File: src/hw/rtl/fdt_pkg.sv
// Shared types and constants for the fingerprint deduplication table.
// Used by the front queue, the search engine, the top level and the checker.
package fdt_pkg;

	localparam int TABLE_DEPTH = 4096;
	localparam int ADDR_W      = $clog2(TABLE_DEPTH);
	localparam int CNT_W       = $clog2(TABLE_DEPTH + 1);
	localparam int HASH_W      = 32;
	localparam int SIZE_W      = 17;
	localparam int TOTAL_W     = 32;
	localparam int QUEUE_DEPTH = 2;
	localparam int QPTR_W      = $clog2(QUEUE_DEPTH);
	localparam int QCNT_W      = $clog2(QUEUE_DEPTH + 1);

	typedef struct packed {
		logic [HASH_W-1:0] hash;
		logic [SIZE_W-1:0] size;
	} fdt_item_t;

	typedef enum logic [1:0] {
		ST_IDLE,
		ST_SCAN,
		ST_UPDATE
	} fdt_state_t;

endpackage

File: src/hw/rtl/fdt_front.sv
// Front end: takes items on the command port and holds them in a short queue.
// Depends on fdt_pkg.
module fdt_front import fdt_pkg::*; (
	input  logic              clk,
	input  logic              arst_n,
	input  logic              start,
	input  logic [HASH_W-1:0] fingerprint,
	input  logic [SIZE_W-1:0] block_size,
	output logic              busy,
	output logic              item_valid,
	output fdt_item_t         item,
	input  logic              item_pop
);

	fdt_item_t           entry_q [QUEUE_DEPTH];
	logic [QPTR_W-1:0]   wr_ptr_q;
	logic [QPTR_W-1:0]   rd_ptr_q;
	logic [QCNT_W-1:0]   fill_q;
	logic                push;
	logic                pop;

	assign busy       = (fill_q == QCNT_W'(QUEUE_DEPTH));
	assign item_valid = (fill_q != '0);
	assign item       = entry_q[rd_ptr_q];
	assign push       = start && !busy;
	assign pop        = item_pop && item_valid;

	always_ff @(posedge clk) begin
		if (push) begin
			entry_q[wr_ptr_q] <= '{hash: fingerprint, size: block_size};
		end
	end

	always_ff @(posedge clk or negedge arst_n) begin
		if (!arst_n) begin
			wr_ptr_q <= '0;
			rd_ptr_q <= '0;
			fill_q   <= '0;
		end else begin
			if (push) begin
				wr_ptr_q <= (wr_ptr_q == QPTR_W'(QUEUE_DEPTH - 1)) ? '0 : wr_ptr_q + 1'b1;
			end
			if (pop) begin
				rd_ptr_q <= (rd_ptr_q == QPTR_W'(QUEUE_DEPTH - 1)) ? '0 : rd_ptr_q + 1'b1;
			end
			if (push && !pop) begin
				fill_q <= fill_q + 1'b1;
			end else if (pop && !push) begin
				fill_q <= fill_q - 1'b1;
			end
		end
	end

endmodule

File: config.mk
export PLATFORM = sky130hd
export DESIGN_NAME = fdt_front
export DESIGN_NICKNAME = d
export VERILOG_FILES = /design/src/hw/rtl/fdt_pkg.sv /design/src/hw/rtl/fdt_front.sv
export SDC_FILE = /design/constraint.sdc
export NUM_CORES = 1
export LEC_CHECK = 0
export ABC_CLOCK_PERIOD_IN_PS = 3990
export BUFFER_PORTS_ARGS = -buffer_cell sky130_fd_sc_hd__buf_2
export CAP_MARGIN = 20
export CORE_MARGIN = 1.5
export CORE_UTILIZATION = 30
export CTS_CLUSTER_DIAMETER = 40
export CTS_CLUSTER_SIZE = 40
export DETAILED_ROUTE_END_ITERATION = 8
export SLEW_MARGIN = 5
export SYNTH_ARGS = -nofsm -noshare
export SYNTH_HDL_FRONTEND = slang
export SYNTH_SLANG_ARGS = --single-unit
File: constraint.sdc
create_clock -name clk -period 3.99 [get_ports clk]
set_input_delay 0.1995 -clock clk [delete_from_list [all_inputs] [get_ports clk]]
set_output_delay 0.1995 -clock clk [all_outputs]
set_load 0.01 [all_outputs]
==> results of run 1 <==
## per-stage QoR
step	power (mW)	instances	worst slack [ns]	instance area, µm²	util
final	3.57	460	1.84	4940	0.387
after global routing	3.76	460	1.77	4940	0.387
after CTS	3.64	460	1.81	4940	0.387
after detailed placement	2.79	443	1.91	4640	0.363
after global placement	2.77	443	1.95	4640	0.363
after floorplan	2.49	172	0.855	3990	-
## kinds of logic after synthesis
family / Yosys count / synth area share
XOR/XNOR: 5 / 0.0110
multiplexers: 49 / 0.184
AND/OR/NAND/NOR: 7 / 0.00910
buffers and inverters: 8 / 0.0298
flip-flops: 102 / 0.763
adder cells (fa/ha/maj): 1 / 0.00314
## cell usage after synthesis
library cell / n
ha_1: 1
or2_1: 1
and3_1: 1
edfxtp_1: 98
buf_6: 1
xnor2_1: 3
nand2_1: 1
nor2_1: 2
nand2_2: 1
xor2_1: 2
inv_1: 2
dfrtp_1: 4
nand2b_1: 1
mux2_4: 49
buf_12: 5
## layer usage
metal | GRT usage | vias to the layer above | wire length, µm
met5 | 0 | - | 0
met4 | 0.0434 | 0 | 74
met3 | 0.0410 | 6 | 476
met2 | 0.163 | 62 | 3240
met1 | 0.112 | 901 | 2820
li1 | - | 890 | -
## final timing paths
path,slack (ns),to,startpoint,depth (start not counted)
max,1.84,item[29],rd_ptr_q,2
min,0.05,entry_q[1][45],fingerprint[28],1
max reg2reg,1.95,entry_q[1][14],fill_q[0],3
min reg2reg,0.52,fill_q[1],fill_q[1],1
max in group asynchronous,3.66,rd_ptr_q,arst_n,2
min in group asynchronous,0.19,fill_q[0],arst_n,2
## sequential cells by signal (all words and copies together) (netlist names)
signal and count:
wr_ptr_q 1, fill_q 2, rd_ptr_q 1, entry_q 98
## worst max-delay path, cell delays in order, from the launching register on
cell     delay, ns
dfrtp_4       1.04
mux2_4        0.36
buf_2         0.14
## final cells by class
| type | count | share of cell area |
|---|---|---|
| inverters | 2 | 0.00152 |
| multi-input cells | 62 | 0.170 |
| repair buffers | 106 | 0.109 |
| well taps | 172 | 0.0436 |
| flip-flops and latches | 102 | 0.617 |
| clock inverters | 6 | 0.0124 |
| clock buffers | 10 | 0.0464 |
## power groups by stage
stage	combinational, mW	sequential (mW)	clock [mW]
floorplan	0.940	1.55	0
global placement	1.07	1.70	0
detailed placement	1.08	1.71	0
CTS	1.09	1.69	0.870
global route	1.14	1.71	0.912
finish	1.05	1.67	0.844
## what timing repair did
action | CTS | global route
hold buffers | 1 | 0
resized for setup | 0 | 0
hold endpoints to repair | 4 | 0
==> impl_metrics.tcl, run 1 <==
set metrics [dict create \
    antenna_cells 0 \
    clockRootBuffer "clkbuf_16" \
    slew_violations 0 \
    cts.sinks 102 \
    globalplace.congestion 0.632 \
    worst_pin_slew_ns 0.971 \
    yosysWarnings 0 \
    power_density_mw_per_mm2 723 \
    p_int_mw 2.56 \
    nets 337 \
    drv_cap 0 \
    clkPwrFrac 0.236 \
    tns_ns 0 \
    seqCellArea_mm2 0.00305 \
    cp_data_required_time_ns 3.79 \
    design.die.area_mm2 0.0140 \
    viasPerCell 4.04 \
    leakage_nw 1.98 \
    syn_to_final_growth_pct 23.7 \
    final_common_cell "buf_2" \
    power_switching_share 0.284 \
    die_h_um 118 \
    ctsHtreeMaxLevel 3 \
    antenna_found_initial 0 \
    finClkSkew_ns 0.00565 \
    grt_pass1_wl_mm 10.4 \
    combPwrFrac 0.295 \
    p_switching_mw 1.01 \
    clkSlewWorstSetupHoldPaths_ns 0.07 \
    hold_viol_final 0 \
    max-vdd-ir-drop_mv 0.311 \
    hold_class "in -> reg" \
    ant_nets 0 \
    routed_wl_mm 6.61 \
    start_util 0.312 \
    synth_area_leader_cell "edfxtp_1" \
    gr-total-overflow 0 \
    numCtsBuffers 9 \
    synthesis.area_mm2 0.00399 \
    synth_top_area_frac 0.738 \
    status "finished, final reports clean" \
    multiInputGateArea_um2 837 \
    grt_max_degree 51 \
    post_cts_buffers 0 \
    finalCriticalPeriod_ns 2.15 \
    synth_cells 172 \
    drtIter0Drc 52 \
    grt_pass1_vias 2034 \
    setup_violations 0 \
    fmax_ghz 0.466 \
    clk_latency_ns 0.33 \
    slew_headroom 0.352 \
    cts_tree "built" \
    firstDrtPassIters 3 \
    seq_area_frac_synth 0.763 \
    fill_cells 1188 \
    cp.arrival_ns 1.95 \
    drive_above_1_share 0.601 \
    synthTopCellsByArea "edfxtp_1, mux2_4, buf_12, dfrtp_1, xnor2_1" \
    post_drt_wl_per_cell_um 14.4 \
    syn_avg_cell_area_um2 23.2 \
    rsz0062_at_grt "false" \
    ioPinCount 104 \
    via_count 1859 \
    path_max_fanout 50 \
    path_class "reg -> out" \
    dp_hpwl_mm 4.32 \
    start_kind "flop" \
    port_buffers 103 \
    drc 0 \
    layout_common_cells "buf_2, edfxtp_1, mux2_4, clkbuf_16" \
    cts_buffer_depth 2 \
    ys_types 15 \
    die_w_um 118 \
    rows 41 \
    p_seq_frac 0.469 \
    setup.worst_path.end_class "primary output" \
    gr-usage-all-layers 0.0986 \
    ys_ff_latch 102 \
    syn-num-nets 226 \
    fin_crit_sh 0.538 \
    core_mm2 0.0128 \
    holdWs_ns 0.0518 \
]
No activity file was read; power rests on OpenSTA's default activity.
==> run 2, diff against run 1 <==
ABC_AREA = 1   (was unset)
ABC_CLOCK_PERIOD_IN_PS = 1800   (was 3990)
clock period = 1.8 ns   (was 3.99 ns; I/O delays follow)
==> run 2 against run 1 <==
  * Worst hold slack got worse by 0.038 ns
  * Non-clock buffer count increased by 53
  * Synthesized area shrank 3.4%
  * Clock-buffer cell count is the same
  * Cell area is 8.6% higher
  * Combinational power is 150% higher
  * First-iteration DRC count increased by 60%
  * Global-route usage rose by 2.6 points
  * Power rose by 120%
  * Sequential power up 110%
  * Critical endpoint is now item[47]
  * Largest cell class unchanged
==> impl_metrics.tcl, run 2 <==
set metrics [dict create \
    synth_cells 288 \
    synthAdderAreaFrac 0.00325 \
    ioPinCount 104 \
    rows 41 \
    cts.sinks 102 \
    synth_xor_area_frac 0.00227 \
    hold_viol_final 0 \
    finalCriticalPeriod_ns 1.65 \
    power_mw 7.96 \
    ys_top_cells_by_count "nand2_1, edfxtp_1, buf_6, inv_1, buf_4" \
    via_count 2571 \
    clk_latency_ns 0.34 \
    clkPwrFrac 0.237 \
    clkSlewWorstSetupHoldPaths_ns 0.06 \
    rsz0062_at_grt "false" \
    drtIter0Drc 83 \
    globalplace.congestion 0.669 \
    clockRootBuffer "clkbuf_16" \
    synth-edff-count 98 \
    synthesis.area_mm2 0.00385 \
    antenna_cells 0 \
    fmax_ghz 0.604 \
    routed_wl_mm 8.15 \
    path_class "reg -> out" \
    dp_cells 558 \
    status "finished, final reports clean" \
    syn_avg_cell_area_um2 13.4 \
    synth_area_leader_cell "edfxtp_1" \
    gr-total-overflow 0 \
    post-route-util 0.426 \
    synthMuxAreaShare 0 \
    grt_max_degree 51 \
    gr-usage-all-layers 0.125 \
    drv_cap 0 \
    p_switching_mw 2.68 \
    power_density_mw_per_mm2 1490 \
    slew_violations 0 \
    synthFlopType "edfxtp_1" \
    cp.arrival_ns 1.56 \
    yosysWarnings 0 \
    design.die.area_mm2 0.0135 \
    combPwrFrac 0.329 \
    drive_above_1_share 0.299 \
    cp_data_required_time_ns 1.71 \
    numCtsBuffers 9 \
    layout_common_cells "nand2_1, buf_2, edfxtp_1, dlygate4sd3_1, clkbuf_16" \
    largest_register_ff_count 98 \
    grt_pass1_vias 2555 \
    max-vdd-ir-drop_mv 0.687 \
    die_w_um 116 \
    nets 501 \
    setup.worst_path.end_class "primary output" \
    grt_pass1_wl_mm 12.4 \
    worst_pin_slew_ns 0.409 \
    post_drt_wl_per_cell_um 13.1 \
    top_regs "entry_q x98, fill_q x2" \
    synth_top_family_by_area "simple AND/OR/NAND/NOR gates" \
    ant_nets 0 \
    syn-num-nets 342 \
    seq_area_frac_synth 0.790 \
    cts_tree "built" \
    synth_most_common_cell "nand2_1" \
    tns_ns 0 \
    hold_class "in -> reg" \
    viasPerCell 4.13 \
    fill_cells 1162 \
    port_buffers 103 \
    leakage_nw 2.29 \
    fin_crit_sh 0.919 \
    ys_ff_latch 102 \
    firstDrtPassIters 4 \
    synthArstFlopShare 0.0392 \
    path_max_fanout 50 \
    ctsHtreeMaxLevel 3 \
    ys_types 18 \
    finClkSkew_ns 0.00780 \
    start_kind "flop" \
    top_register "entry_q" \
    synthTopCellsByArea "edfxtp_1, nand2_1, dfrtp_1, buf_6, buf_4" \
    start_util 0.307 \
    dp_hpwl_mm 5.02 \
    slew_headroom 0.725 \
    synth_top_area_frac 0.764 \
    drc 0 \
    die_h_um 116 \
    fin_cells 623 \
    synth-compound-area-share 0.00130 \
    setup_violations 0 \
    final_common_cell "nand2_1" \
    post_cts_buffers 0 \
    core_mm2 0.0126 \
    power_switching_share 0.336 \
    yosys.area_share.simple 0.167 \
    p_seq_frac 0.435 \
    cts_buffer_depth 2 \
    antenna_found_initial 0 \
    p_int_mw 5.29 \
    syn_to_final_growth_pct 39.1 \
]
==> run 2: timing repair <==
item                                    CTS  global route
resized for setup                         0             2
hold buffers                             50             0
endpoints found under the setup margin    0            47
hold endpoints to repair                102             0
==> run 2: logic make-up (layout without fill, tap and decap cells) <==
group,count (synthesis),after routing
buffers and inverters,19,182
XOR/XNOR,1,1
flip-flops,102,102
adder cells (fa/ha/maj),1,1
AO/OA/AOI/OAI,1,1
AND/OR/NAND/NOR,164,164
==> run 2: per-stage QoR <==
stage / worst slack [ns] / hold slack, ns / area [µm²]
global route: 0.0262 / 0.0318 / 5360
CTS: 0.00381 / 0.00411 / 5360
floorplan: -0.0342 / -0.206 / 3870
detailed placement: 0.324 / -0.0917 / 4570
finish: 0.145 / 0.0134 / 5360
global placement: 0.348 / -0.0908 / 4570
==> run 2: final cells by class <==
class                      count  area (µm²)  share of cell area
clock buffer                  10         239              0.0446
clock inverter                 5        50.0             0.00934
inverter                       8        41.3             0.00770
multi-input combinational    167         682               0.127
sequential                   102        3050               0.568
tap                          172         215              0.0401
timing repair buffer         159        1090               0.203
==> run 2: worst paths after layout <==
path	start	endpoint	slack, ns	cells after the start
hold reg to reg	fill_q[1]	fill_q[1]	0.48	2
setup / recovery	rd_ptr_q	item[47]	0.15	4
setup reg to reg	fill_q[1]	entry_q[0][0]	0.34	6
min in group asynchronous	arst_n	fill_q[0]	0.08	2
max in group asynchronous	arst_n	rd_ptr_q	1.57	2
hold / removal	item_pop	rd_ptr_q	0.01	3
==> run 2: layer usage <==
layer  part of all wire  GRT usage  vias to the layer above
li1                   -          -                     1278
met1               0.44      0.146                     1215
met2               0.50      0.215                       70
met3              0.054     0.0472                        8
met4              0.011     0.0350                        0
met5                  0          0                        -
==> run 2: critical path, stage by stage, from the launching register on <==
cell and delay, ns:
dfrtp_4 0.60, inv_8 0.30, nand2_1 0.09, nand2_1 0.10
buf_2 0.13
==> run 2: power by group through the flow <==
stage	logic [mW]	registers (mW)	clock network, mW
floorplan	1.71	3.41	0
global placement	2.57	3.48	0
detailed placement	2.60	3.51	0
CTS	2.69	3.46	1.95
global route	2.97	3.52	2.04
finish	2.62	3.46	1.89
==> run 3, diff against run 2 <==
ABC_AREA = unset   (was 1)
RECOVER_POWER = 25   (was unset)
==> run 3 against run 2 <==
  * Non-clock buffer count stayed put
  * Routed wire length down 17%
  * Via count down 20%
  * Worst hold slack improved by 0.0056 ns
  * Setup slack lost 0.025 ns
  * Cell area up 2.9%
  * Clock power up 13%
  * Largest cell class unchanged
==> impl_metrics.tcl, run 3 (synthesis results as in run 1) <==
set metrics [dict create \
    die_w_um 118 \
    globalplace.congestion 0.656 \
    cp_data_required_time_ns 1.71 \
    gr-total-overflow 0 \
    top_register "entry_q" \
    grt_pass1_wl_mm 10.4 \
    finClkSkew_ns 0.00752 \
    setup.worst_path.end_class "primary output" \
    worst_pin_slew_ns 0.371 \
    final_common_cell "edfxtp_1" \
    cts_buffer_depth 2 \
    multiInputGateArea_um2 837 \
    design.die.area_mm2 0.0140 \
    antenna_found_initial 0 \
    setup_violations 0 \
    start_util 0.312 \
    path_max_fanout 19 \
    post-route-cell-area_mm2 0.00552 \
    leakage_nw 2.18 \
    rsz0062_at_grt "false" \
    start_kind "flop" \
    slew_violations 0 \
    drv_cap 0 \
    dp_hpwl_mm 4.54 \
    antenna_cells 0 \
    core_mm2 0.0128 \
    ant_nets 0 \
    post_drt_wl_per_cell_um 13.2 \
    drtIter0Drc 83 \
    max-vdd-ir-drop_mv 0.917 \
    layout_common_cells "edfxtp_1, buf_2, dlygate4sd3_1, mux2_4, clkbuf_1" \
    tns_ns 0 \
    firstDrtPassIters 4 \
    top_regs "entry_q x98, fill_q x2" \
    nets 390 \
    drc 0 \
    clk_latency_ns 0.33 \
    via_count 2067 \
    cts.sinks 102 \
    clockRootBuffer "clkbuf_16" \
    fill_cells 1154 \
    fmax_ghz 0.595 \
    rows 41 \
    gr-usage-all-layers 0.0990 \
    seqCellArea_mm2 0.00305 \
    syn_to_final_growth_pct 38.2 \
    drive_above_1_share 0.455 \
    cp.arrival_ns 1.59 \
    status "finished, final reports clean" \
    hold_viol_final 0 \
    port_buffers 103 \
    grt_max_degree 32 \
    postPlaceCellArea_mm2 0.00470 \
    cts_tree "built" \
    power_density_mw_per_mm2 1520 \
    post_cts_buffers 0 \
    viasPerCell 4.03 \
    routed_wl_mm 6.77 \
    grt_pass1_vias 2117 \
    path_class "reg -> out" \
    numCtsBuffers 9 \
    finalCriticalPeriod_ns 1.68 \
    hold_class "in -> reg" \
    cts_repair_resize_count 0 \
    largest_register_ff_count 98 \
    clkSlewWorstSetupHoldPaths_ns 0.06 \
    slew_headroom 0.753 \
    fin_crit_sh 0.933 \
    die_h_um 118 \
    ioPinCount 104 \
    ctsHtreeMaxLevel 3 \
]
-- run 3: cell count changes in the layout (fill, tap and decap cells not counted), moves of 2 or more --
cell,change
nand2_2,-2
buf_2,-22
nor2_4,-2
nand2_1,-154
inv_1,-3
clkbuf_2,+2
xor2_1,+2
clkinv_1,+3
mux2_4,+49
bufinv_16,+2
clkbuf_1,+20
clkinv_2,-4
xnor2_1,+2
-- run 3: layout make-up --
class,instances,area share
clock buffers,9,0.0408
clock inverters,7,0.0200
repair buffers,159,0.195
flip-flops and latches,102,0.552
multi-input cells,62,0.152
well taps,172,0.0390
inverters,2,0.00136
-- run 3: per-stage QoR --
step | utilization | hold slack, ns | worst slack [ns] | std cells | power (mW)
3_5_place_dp | 0.368 | -0.0987 | 0.238 | 447 | 6.27
4_1_cts | 0.434 | 0.00156 | 0.0893 | 513 | 8.52
3_3_place_gp | 0.368 | -0.101 | 0.343 | 447 | 6.25
2_1_floorplan | - | -0.206 | 0.00782 | 172 | 5.51
5_1_grt | 0.432 | 0.0112 | 0.0377 | 513 | 8.80
6_report | 0.432 | 0.0190 | 0.121 | 513 | 8.36
-- run 3: worst paths after layout --
kind | from | to | slack [ns] | cells past startpoint
worst max-delay path | rd_ptr_q | item[10] | 0.12 | 3
worst min-delay path | item_pop | rd_ptr_q | 0.02 | 3
worst max register to register | fill_q[0] | fill_q[1] | 0.24 | 7
worst min register to register | fill_q[1] | fill_q[1] | 0.51 | 1
max in group asynchronous | arst_n | rd_ptr_q | 1.45 | 2
min in group asynchronous | arst_n | fill_q[0] | 0.12 | 2
-- run 3: repair_timing --
action,CTS,global route
hold buffers,50,0
endpoints found under the hold margin,102,0
endpoints found under the setup margin,0,0
-- run 3: power breakdown --
part	internal [mW]	switching [mW]	leakage [nW]
Sequential	3.25	0.152	0.956
Combinational	1.49	1.34	1.06
Clock	1.35	0.784	0.163
Total	6.09	2.28	2.18
-- run 3: critical path, stage by stage (launching register included) --
cell     delay (ns)
dfrtp_4        0.42
buf_4          0.35
mux2_4         0.34
buf_2          0.14
-- run 3: routing by layer --
layer	GRT usage	part of all wire	vias up
met3	0.0367	0.058	6
met2	0.167	0.51	62
met1	0.114	0.42	1004
met4	0.0389	0.0093	0
li1	-	-	995
met5	0	0	-
